--- src/rtl/pdr_pkg.sv ---
`timescale 1ns / 1ps
// ----------------------------------------------------------------------------
// pdr_pkg: shared types and constants of the PID duty regulator
// Register indexes, field widths and the configuration bundle.
// ----------------------------------------------------------------------------
package pdr_pkg;

  localparam int unsigned LevelW   = 16;
  localparam int unsigned DutyW    = 16;
  localparam int unsigned GainW    = 16;
  localparam int unsigned LimitW   = 31;
  localparam int unsigned CfgIdxW  = 3;
  localparam int unsigned CfgDataW = 31;

  localparam int unsigned ErrW     = LevelW + 1;       // measured - target
  localparam int unsigned DErrW    = ErrW + 1;         // error - last error
  localparam int unsigned PProdW   = GainW + ErrW;     // kp * error
  localparam int unsigned IProdW   = GainW + ErrW;     // ki * error
  localparam int unsigned DProdW   = GainW + DErrW;    // kd * delta error
  localparam int unsigned IntegW   = 32;               // integral accumulator
  localparam int unsigned AccW     = IProdW + 1;       // integral before clamp
  localparam int unsigned CorrW    = 35;               // full correction, Q.8
  localparam int unsigned FracW    = 8;
  localparam int unsigned CorrIntW = CorrW - FracW;    // correction, integer
  localparam int unsigned NewDutyW = CorrIntW + 1;     // duty - correction

  typedef enum logic [CfgIdxW-1:0] {
    CFG_KP        = 3'd0,
    CFG_KI        = 3'd1,
    CFG_KD        = 3'd2,
    CFG_INT_LIMIT = 3'd3,
    CFG_DUTY_MIN  = 3'd4,
    CFG_DUTY_MAX  = 3'd5,
    CFG_TARGET    = 3'd6
  } pdr_cfg_idx_e;

  typedef struct packed {
    logic signed [GainW-1:0] kp;
    logic signed [GainW-1:0] ki;
    logic signed [GainW-1:0] kd;
    logic [LimitW-1:0]       int_limit;
    logic [DutyW-1:0]        duty_min;
    logic [DutyW-1:0]        duty_max;
    logic [LevelW-1:0]       target;
  } pdr_cfg_t;

  // Pipeline load strobes handed from the top level to the stages.
  typedef struct packed {
    logic ld_a;   // input register takes a transaction
    logic ld_b;   // product register loads
    logic ld_c;   // integral register loads
    logic ld_o;   // result register loads
  } pdr_ctrl_t;

endpackage

--- src/rtl/pdr_cfg_regs.sv ---
`timescale 1ns / 1ps
// ----------------------------------------------------------------------------
// pdr_cfg_regs: configuration register file
// Write-only registers for gains, integral bound, duty bounds and setpoint.
// ----------------------------------------------------------------------------
module pdr_cfg_regs (
  input  logic                         clk_i,
  input  logic                         rst_ni,
  input  logic                         cfg_we_i,
  input  logic [pdr_pkg::CfgIdxW-1:0]  cfg_idx_i,
  input  logic [pdr_pkg::CfgDataW-1:0] cfg_data_i,
  output pdr_pkg::pdr_cfg_t            cfg_o
);
  import pdr_pkg::*;

  pdr_cfg_t cfg_q, cfg_d;

  always_comb begin
    cfg_d = cfg_q;
    if (cfg_we_i) begin
      unique case (pdr_cfg_idx_e'(cfg_idx_i))
        CFG_KP:        cfg_d.kp        = $signed(cfg_data_i[GainW-1:0]);
        CFG_KI:        cfg_d.ki        = $signed(cfg_data_i[GainW-1:0]);
        CFG_KD:        cfg_d.kd        = $signed(cfg_data_i[GainW-1:0]);
        CFG_INT_LIMIT: cfg_d.int_limit = cfg_data_i[LimitW-1:0];
        CFG_DUTY_MIN:  cfg_d.duty_min  = cfg_data_i[DutyW-1:0];
        CFG_DUTY_MAX:  cfg_d.duty_max  = cfg_data_i[DutyW-1:0];
        CFG_TARGET:    cfg_d.target    = cfg_data_i[LevelW-1:0];
        default:       cfg_d = cfg_q;
      endcase
    end
  end

  always_ff @(posedge clk_i or negedge rst_ni) begin
    if (!rst_ni) begin
      cfg_q.kp        <= '0;
      cfg_q.ki        <= '0;
      cfg_q.kd        <= '0;
      cfg_q.int_limit <= '1;
      cfg_q.duty_min  <= '0;
      cfg_q.duty_max  <= '1;
      cfg_q.target    <= '0;
    end else begin
      cfg_q <= cfg_d;
    end
  end

  assign cfg_o = cfg_q;

endmodule

--- src/rtl/pdr_error_stage.sv ---
`timescale 1ns / 1ps
// ----------------------------------------------------------------------------
// pdr_error_stage: input register, error terms and gain products
// Holds the accepted sample, forms error and delta error, and registers
// the three gain products together with the duty.
// ----------------------------------------------------------------------------
module pdr_error_stage (
  input  logic                                clk_i,
  input  logic                                rst_ni,
  input  pdr_pkg::pdr_ctrl_t                  ctrl_i,
  input  pdr_pkg::pdr_cfg_t                   cfg_i,
  input  logic [pdr_pkg::LevelW-1:0]          meas_i,
  input  logic [pdr_pkg::DutyW-1:0]           duty_i,
  output logic signed [pdr_pkg::PProdW-1:0]   p_prod_o,
  output logic signed [pdr_pkg::IProdW-1:0]   i_prod_o,
  output logic signed [pdr_pkg::DProdW-1:0]   d_prod_o,
  output logic [pdr_pkg::DutyW-1:0]           duty_o
);
  import pdr_pkg::*;

  logic [LevelW-1:0]       meas_q;
  logic [DutyW-1:0]        duty_a_q;
  logic signed [ErrW-1:0]  last_err_q, last_err_d;
  logic signed [ErrW-1:0]  err;
  logic signed [DErrW-1:0] derr;
  logic signed [PProdW-1:0] p_prod_q, p_prod_d;
  logic signed [IProdW-1:0] i_prod_q, i_prod_d;
  logic signed [DProdW-1:0] d_prod_q, d_prod_d;
  logic [DutyW-1:0]         duty_b_q;

  always_ff @(posedge clk_i) begin
    if (ctrl_i.ld_a) begin
      meas_q   <= meas_i;
      duty_a_q <= duty_i;
    end
  end

  always_comb begin
    err        = $signed({1'b0, meas_q}) - $signed({1'b0, cfg_i.target});
    derr       = DErrW'(err) - DErrW'(last_err_q);
    p_prod_d   = PProdW'(err) * PProdW'(cfg_i.kp);
    i_prod_d   = IProdW'(err) * IProdW'(cfg_i.ki);
    d_prod_d   = DProdW'(derr) * DProdW'(cfg_i.kd);
    last_err_d = ctrl_i.ld_b ? err : last_err_q;
  end

  always_ff @(posedge clk_i or negedge rst_ni) begin
    if (!rst_ni) begin
      last_err_q <= '0;
    end else begin
      last_err_q <= last_err_d;
    end
  end

  always_ff @(posedge clk_i) begin
    if (ctrl_i.ld_b) begin
      p_prod_q <= p_prod_d;
      i_prod_q <= i_prod_d;
      d_prod_q <= d_prod_d;
      duty_b_q <= duty_a_q;
    end
  end

  assign p_prod_o = p_prod_q;
  assign i_prod_o = i_prod_q;
  assign d_prod_o = d_prod_q;
  assign duty_o   = duty_b_q;

endmodule

--- src/rtl/pdr_integral_stage.sv ---
`timescale 1ns / 1ps
// ----------------------------------------------------------------------------
// pdr_integral_stage: clamped integral accumulator
// Adds the integral product to the accumulator, clamps it to the bound,
// and registers the sum of the proportional and derivative terms.
// ----------------------------------------------------------------------------
module pdr_integral_stage (
  input  logic                                clk_i,
  input  logic                                rst_ni,
  input  pdr_pkg::pdr_ctrl_t                  ctrl_i,
  input  pdr_pkg::pdr_cfg_t                   cfg_i,
  input  logic signed [pdr_pkg::PProdW-1:0]   p_prod_i,
  input  logic signed [pdr_pkg::IProdW-1:0]   i_prod_i,
  input  logic signed [pdr_pkg::DProdW-1:0]   d_prod_i,
  input  logic [pdr_pkg::DutyW-1:0]           duty_i,
  output logic signed [pdr_pkg::IntegW-1:0]   integ_o,
  output logic signed [pdr_pkg::CorrW-1:0]    pd_sum_o,
  output logic [pdr_pkg::DutyW-1:0]           duty_o
);
  import pdr_pkg::*;

  logic signed [IntegW-1:0] integ_q, integ_d;
  logic signed [AccW-1:0]   acc, lim_pos, lim_neg;
  logic signed [CorrW-1:0]  pd_sum_q;
  logic [DutyW-1:0]         duty_q;

  always_comb begin
    acc     = AccW'(integ_q) + AccW'(i_prod_i);
    lim_pos = $signed({{(AccW-LimitW){1'b0}}, cfg_i.int_limit});
    lim_neg = -lim_pos;
    integ_d = integ_q;
    if (ctrl_i.ld_c) begin
      priority if (acc > lim_pos) begin
        integ_d = lim_pos[IntegW-1:0];
      end else if (acc < lim_neg) begin
        integ_d = lim_neg[IntegW-1:0];
      end else begin
        integ_d = acc[IntegW-1:0];
      end
    end
  end

  always_ff @(posedge clk_i or negedge rst_ni) begin
    if (!rst_ni) begin
      integ_q <= '0;
    end else begin
      integ_q <= integ_d;
    end
  end

  always_ff @(posedge clk_i) begin
    if (ctrl_i.ld_c) begin
      pd_sum_q <= CorrW'(p_prod_i) + CorrW'(d_prod_i);
      duty_q   <= duty_i;
    end
  end

  assign integ_o  = integ_q;
  assign pd_sum_o = pd_sum_q;
  assign duty_o   = duty_q;

endmodule

--- src/rtl/pdr_duty_stage.sv ---
`timescale 1ns / 1ps
// ----------------------------------------------------------------------------
// pdr_duty_stage: correction, duty update and bound clamp
// Drops the fraction bits of the correction, subtracts it from the duty,
// clamps to the duty bounds and holds the result register.
// ----------------------------------------------------------------------------
module pdr_duty_stage (
  input  logic                               clk_i,
  input  pdr_pkg::pdr_ctrl_t                 ctrl_i,
  input  pdr_pkg::pdr_cfg_t                  cfg_i,
  input  logic signed [pdr_pkg::IntegW-1:0]  integ_i,
  input  logic signed [pdr_pkg::CorrW-1:0]   pd_sum_i,
  input  logic [pdr_pkg::DutyW-1:0]          duty_i,
  output logic [pdr_pkg::DutyW-1:0]          new_duty_o,
  output logic                               clamped_o
);
  import pdr_pkg::*;

  logic signed [CorrW-1:0]    corr;
  logic signed [CorrIntW-1:0] corr_int;
  logic signed [NewDutyW-1:0] nd, dmin, dmax;
  logic [DutyW-1:0]           new_duty_q, new_duty_d;
  logic                       clamped_q, clamped_d;

  always_comb begin
    corr = pd_sum_i + CorrW'(integ_i);
    // Taking the upper bits is an arithmetic shift, so it rounds down.
    corr_int = corr[CorrW-1:FracW];
    nd   = $signed({{(NewDutyW-DutyW){1'b0}}, duty_i}) - NewDutyW'(corr_int);
    dmin = $signed({{(NewDutyW-DutyW){1'b0}}, cfg_i.duty_min});
    dmax = $signed({{(NewDutyW-DutyW){1'b0}}, cfg_i.duty_max});
    priority if (nd < dmin) begin
      new_duty_d = cfg_i.duty_min;
      clamped_d  = 1'b1;
    end else if (nd > dmax) begin
      new_duty_d = cfg_i.duty_max;
      clamped_d  = 1'b1;
    end else begin
      new_duty_d = nd[DutyW-1:0];
      clamped_d  = 1'b0;
    end
  end

  always_ff @(posedge clk_i) begin
    if (ctrl_i.ld_o) begin
      new_duty_q <= new_duty_d;
      clamped_q  <= clamped_d;
    end
  end

  assign new_duty_o = new_duty_q;
  assign clamped_o  = clamped_q;

endmodule

--- src/rtl/pid_duty_regulator_core.sv ---
`timescale 1ns / 1ps
// ----------------------------------------------------------------------------
// pid_duty_regulator_core: PID duty regulator for a buck converter
// Error, gain products, clamped integral and clamped duty in a short
// four-register pipeline.
//
//   channel  direction  tdata (low bit first)                tuser
//   s_axis   in         measured_level, current_duty         -
//   m_axis   out        new_duty                             clamped
//   cfg      in         write enable, index, data (no read)  -
//
// One transaction is taken per cycle while m_axis does not stall; an accepted
// one passes the input, product, integral and result registers in that order.
// The integral accumulator and last error update once per transaction.
// Reset clears the valid bits, the integral and the last error at once.
// A stall at m_axis backs up stage by stage; s_axis_tready falls only
// when all four registers hold a transaction.
// ----------------------------------------------------------------------------
module pid_duty_regulator_core (
  input  logic                         clk_i,
  input  logic                         rst_ni,
  input  logic                         s_axis_tvalid,
  output logic                         s_axis_tready,
  input  logic [31:0]                  s_axis_tdata,   // measured_level, current_duty
  output logic                         m_axis_tvalid,
  input  logic                         m_axis_tready,
  output logic [15:0]                  m_axis_tdata,   // new_duty
  output logic                         m_axis_tuser,   // clamped
  input  logic                         cfg_we_i,
  input  logic [pdr_pkg::CfgIdxW-1:0]  cfg_idx_i,
  input  logic [pdr_pkg::CfgDataW-1:0] cfg_data_i
);
  import pdr_pkg::*;

  pdr_cfg_t  cfg;
  pdr_ctrl_t ctrl;

  logic v_a_q, v_b_q, v_c_q, v_o_q;
  logic v_a_d, v_b_d, v_c_d, v_o_d;

  logic signed [PProdW-1:0] p_prod;
  logic signed [IProdW-1:0] i_prod;
  logic signed [DProdW-1:0] d_prod;
  logic [DutyW-1:0]         duty_b, duty_c;
  logic signed [IntegW-1:0] integ;
  logic signed [CorrW-1:0]  pd_sum;

  // Each stage loads when it has data and the one after it is free.
  always_comb begin
    ctrl.ld_o     = v_c_q && (!v_o_q || m_axis_tready);
    ctrl.ld_c     = v_b_q && (!v_c_q || ctrl.ld_o);
    ctrl.ld_b     = v_a_q && (!v_b_q || ctrl.ld_c);
    s_axis_tready = !v_a_q || ctrl.ld_b;
    ctrl.ld_a     = s_axis_tvalid && s_axis_tready;

    v_a_d = ctrl.ld_a || (v_a_q && !ctrl.ld_b);
    v_b_d = ctrl.ld_b || (v_b_q && !ctrl.ld_c);
    v_c_d = ctrl.ld_c || (v_c_q && !ctrl.ld_o);
    v_o_d = ctrl.ld_o || (v_o_q && !m_axis_tready);
  end

  always_ff @(posedge clk_i or negedge rst_ni) begin
    if (!rst_ni) begin
      v_a_q <= 1'b0;
      v_b_q <= 1'b0;
      v_c_q <= 1'b0;
      v_o_q <= 1'b0;
    end else begin
      v_a_q <= v_a_d;
      v_b_q <= v_b_d;
      v_c_q <= v_c_d;
      v_o_q <= v_o_d;
    end
  end

  pdr_cfg_regs u_cfg (
    .clk_i      (clk_i),
    .rst_ni     (rst_ni),
    .cfg_we_i   (cfg_we_i),
    .cfg_idx_i  (cfg_idx_i),
    .cfg_data_i (cfg_data_i),
    .cfg_o      (cfg)
  );

  pdr_error_stage u_err (
    .clk_i    (clk_i),
    .rst_ni   (rst_ni),
    .ctrl_i   (ctrl),
    .cfg_i    (cfg),
    .meas_i   (s_axis_tdata[15:0]),
    .duty_i   (s_axis_tdata[31:16]),
    .p_prod_o (p_prod),
    .i_prod_o (i_prod),
    .d_prod_o (d_prod),
    .duty_o   (duty_b)
  );

  pdr_integral_stage u_int (
    .clk_i    (clk_i),
    .rst_ni   (rst_ni),
    .ctrl_i   (ctrl),
    .cfg_i    (cfg),
    .p_prod_i (p_prod),
    .i_prod_i (i_prod),
    .d_prod_i (d_prod),
    .duty_i   (duty_b),
    .integ_o  (integ),
    .pd_sum_o (pd_sum),
    .duty_o   (duty_c)
  );

  pdr_duty_stage u_duty (
    .clk_i      (clk_i),
    .ctrl_i     (ctrl),
    .cfg_i      (cfg),
    .integ_i    (integ),
    .pd_sum_i   (pd_sum),
    .duty_i     (duty_c),
    .new_duty_o (m_axis_tdata),
    .clamped_o  (m_axis_tuser)
  );

  assign m_axis_tvalid = v_o_q;

endmodule

--- config.mk ---
export PLATFORM = sky130hd
export DESIGN_NAME = pid_duty_regulator_core
export DESIGN_NICKNAME = d
export VERILOG_FILES = /design/src/rtl/pdr_pkg.sv /design/src/rtl/pdr_cfg_regs.sv /design/src/rtl/pdr_error_stage.sv /design/src/rtl/pdr_integral_stage.sv /design/src/rtl/pdr_duty_stage.sv /design/src/rtl/pid_duty_regulator_core.sv
export SDC_FILE = /design/constraint.sdc
export NUM_CORES = 2
export LEC_CHECK = 0
export ABC_AREA = 1
export BUFFER_PORTS_ARGS = -buffer_cell sky130_fd_sc_hd__clkbuf_2
export CORE_UTILIZATION = 50
export DETAILED_ROUTE_END_ITERATION = 10
export PLACE_DENSITY_LB_ADDON = 0.25
export SYNTH_ARGS = -nofsm -noshare
export SYNTH_HDL_FRONTEND = slang
export SYNTH_SLANG_ARGS = --single-unit
--- constraint.sdc ---
create_clock -name clk_i -period 25 [get_ports clk_i]
set_clock_uncertainty 0.2 [all_clocks]
set_input_delay 5 -clock clk_i [delete_from_list [all_inputs] [get_ports clk_i]]
set_output_delay 5 -clock clk_i [all_outputs]
set_load 0.02 [all_outputs]
==> results.json <==
{
  "cp_common_cell": "inv_1",
  "synth_most_common_cell": "nand2_1",
  "grt_antenna_before_repair": 11,
  "timing.critical_path.fanout_max": 15,
  "grt_max_degree": 79,
  "tritoncts": "built",
  "placedInstanceArea_um2": 57950,
  "cts_buffer_depth": 3,
  "hp-class": "register to register",
  "cts_max_level": 2,
  "cts_hold_buf": 0,
  "num_rows": 122,
  "report.final.setup_viol": 0,
  "status": "finished clean",
  "fraction_of_final_layout_cells_with_drive_strength_greater_than_1": 0.05290,
  "finalNetCount": 8137,
  "final_cell_count_no_fill": 8258,
  "post_cts.repair.setup_buffers": 0,
  "via_count_of_the_first_global_routing_pass": 44740,
  "chipWidth_um": 336.8,
  "cts.sink_count": 396,
  "cts.root.buffer_cell": "clkbuf_16",
  "end_kind": "register",
  "yosys.cell_types.count": 66,
  "critPathLaunchType": "register",
  "netlist.area_leader.share": 0.3000,
  "routed-via-count": 44130,
  "worst-slew-pin-transition_ns": 1.165,
  "cp.arrival_ns": 11.87,
  "path_class": "register to register",
  "netlist_top_cells_count": "nand2_1, inv_1, fa_1, nor2_1, ha_1",
  "synth_seq_cells": 396,
  "timing.reg2reg.worst_path_depth": 41,
  "dieArea_um2": 113500,
  "timing_max_transition_violations_final": 0,
  "layout.cell_area.non_filler_um2": 59630,
  "effective_utilization_at_floorplan": 0.5051,
  "critical_path.slowest_cell": "fa_1",
  "dp_hpwl_mm": 131.0,
  "layout_worst_path_cycle_share": 0.4684,
  "gpl.final_weighted_congestion": 0.9901,
  "critPathMaxStageDelay_ns": 1.07,
  "synth-seq-area-share": 0.1971,
  "floorplan.die.height_um": 336.8,
  "average_detailed_routed_wire_length_per_instance_um": 19.64,
  "number_of_flops_mapped_to_enable_cells_by_yosys": 216,
  "clk_pin_slew_ns": 0.06,
  "fin_util": 0.5374,
  "worst_hold_stages": 0,
  "drv_cap": 0,
  "critical_path_required_ns": 25.16,
  "dr_pass1_iterations": 8,
  "post_cts_resized": 0,
  "hold_viol_final": 0,
  "num_io_pins": 90,
  "syn-num-nets": 8129,
  "fmaxAchievable_mhz": 85.40,
  "most_frequently_used_flop_master_after_synthesis": "edfxtp_1",
  "number_of_cells_after_detailed_placement": 8162,
  "core_region_area_um2": 111000,
  "gr-usage-all-layers": 0.2937,
  "fin_tns_setup_ns": 0,
  "clk-insertion-delay-late_ns": 0.66,
  "fin_crit_ns": 11.71,
  "port_buffers": 89,
  "syn_to_final_growth_pct": 6.386,
  "post_synth_instance_area_um2": 56050,
  "unrepaired_setup_endpoints_after_global_routing": "no",
  "route.antenna.remaining_nets": 0,
  "cts_inserted_buffers": 50,
  "synth_top_area_cell": "fa_1",
  "slew_headroom": 0.2217,
  "async_flop_share": 0.4545,
  "grt_overflow": 0,
  "initialDrtViolationCount": 3474,
  "postSynthAreaPerCell_um2": 8.344,
  "route.detailed.drc": 0,
  "netlist_instances": 6718,
  "first_pass_grt_wire_length_mm": 254.6,
  "synth.area.top_cells": "fa_1, edfxtp_1, ha_1",
  "yosysWarnings": 0,
  "wirelength_mm": 162.2,
  "vias_per_instance": 5.344
}
==> cells by family after synthesis <==
group | Yosys count | synth area share
fa+ha+maj | 1340 | 0.4116
simple gates | 2362 | 0.1702
buf+inv | 1630 | 0.1106
xor+xnor | 245 | 0.03828
flops | 396 | 0.1971
compound gates | 745 | 0.07219
==> worst max-delay path, delay by kind of cell (launching register included) <==
family | cells | cell delay, ns
adder cells (fa/ha/maj) | 9 | 4.52
flip-flops | 1 | 0.37
buffers and inverters | 9 | 1.30
AO/OA/AOI/OAI | 12 | 2.76
AND/OR/NAND/NOR | 9 | 1.93
XOR/XNOR | 2 | 0.32
==> routing by layer <==
metal,part of all wire,up-vias,GRT usage
met4,0.036,2,0.09836
met5,0.000080,-,0
met3,0.080,277,0.04705
met1,0.42,21730,0.3998
li1,-,20530,-
met2,0.46,1594,0.4776
==> cell type report <==
cell class                      instances  area [µm²]
Clock inverter                         31       346.6
Sequential cell                       396       11050
Inverter                             1459        5482
Tap cell                             1488        1862
Fill cell                           10450       51340
Timing Repair Buffer                  127       739.5
Clock buffer                           63        1331
Multi-Input combinational cell       4692       38820
Antenna cell                            2       5.005
==> through the flow <==
step	setup slack, ns	hold WS (ns)
final	13.29	0.2176
after detailed placement	13.48	0.2057
after global placement	13.48	0.2034
after global routing	12.53	0.2232
after floorplan	14.20	0.2003
after CTS	13.49	0.2198
==> path summary, 6_finish.rpt <==
kind	from	endpoint	slack, ns
worst max register to register	u_err.meas_q[0]	u_err.d_prod_o[33]	13.29
max in group asynchronous	rst_ni	u_cfg.cfg_o[90]	19.06
worst min register to register	u_err.duty_o[7]	u_int.duty_o[7]	0.22
min in group asynchronous	rst_ni	u_int.integ_o[29]	4.18
worst max-delay path	u_err.meas_q[0]	u_err.d_prod_o[33]	13.29
worst min-delay path	u_err.duty_o[7]	u_int.duty_o[7]	0.22
==> state kept, by name, summed over array words and instances (netlist names) <==
| signal | flops |
|---|---|
| v_a_q | 1 |
| u_err.i_prod_o | 33 |
| u_duty.clamped_o | 1 |
| u_err.duty_o | 16 |
| u_err.last_err_q | 17 |
| u_err.d_prod_o | 34 |
| u_int.integ_o | 32 |
| v_c_q | 1 |
| u_err.duty_a_q | 16 |
| u_int.pd_sum_o | 35 |
| v_b_q | 1 |
| u_cfg.cfg_o | 127 |
| u_int.duty_o | 16 |
| m_axis_tvalid | 1 |
| u_err.meas_q | 16 |
| u_duty.new_duty_o | 16 |
| u_err.p_prod_o | 33 |
==> layout by cell type, fill, tap and decap left out, types with 6 or more instances in the layout <==
master and count:
xnor2_1 94, or2_2 19, inv_6 9, clkbuf_16 51, o21bai_1 19, o21ai_0 280
clkbuf_2 88, o21a_1 10, a21o_1 14, o21ai_1 46, nor3_1 41, nor2_2 16
a21oi_1 303, a211oi_1 6, nand3_2 14, edfxtp_1 216, nand4_1 25, nand2_2 21
a21boi_0 16, o211ai_1 8, fa_1 840, ha_1 500, nand2_1 1529, nor2_1 523
xor2_1 151, clkinv_1 20, inv_1 1431, dfrtp_1 133, nor4_1 13, dfstp_2 47
clkbuf_1 11, a31oi_1 14, nand3_1 135, buf_4 38, inv_2 8
Power is left out: the tool's default activity adds up to more than one toggle a clock period on the data nets, which glitch-free logic cannot reach.
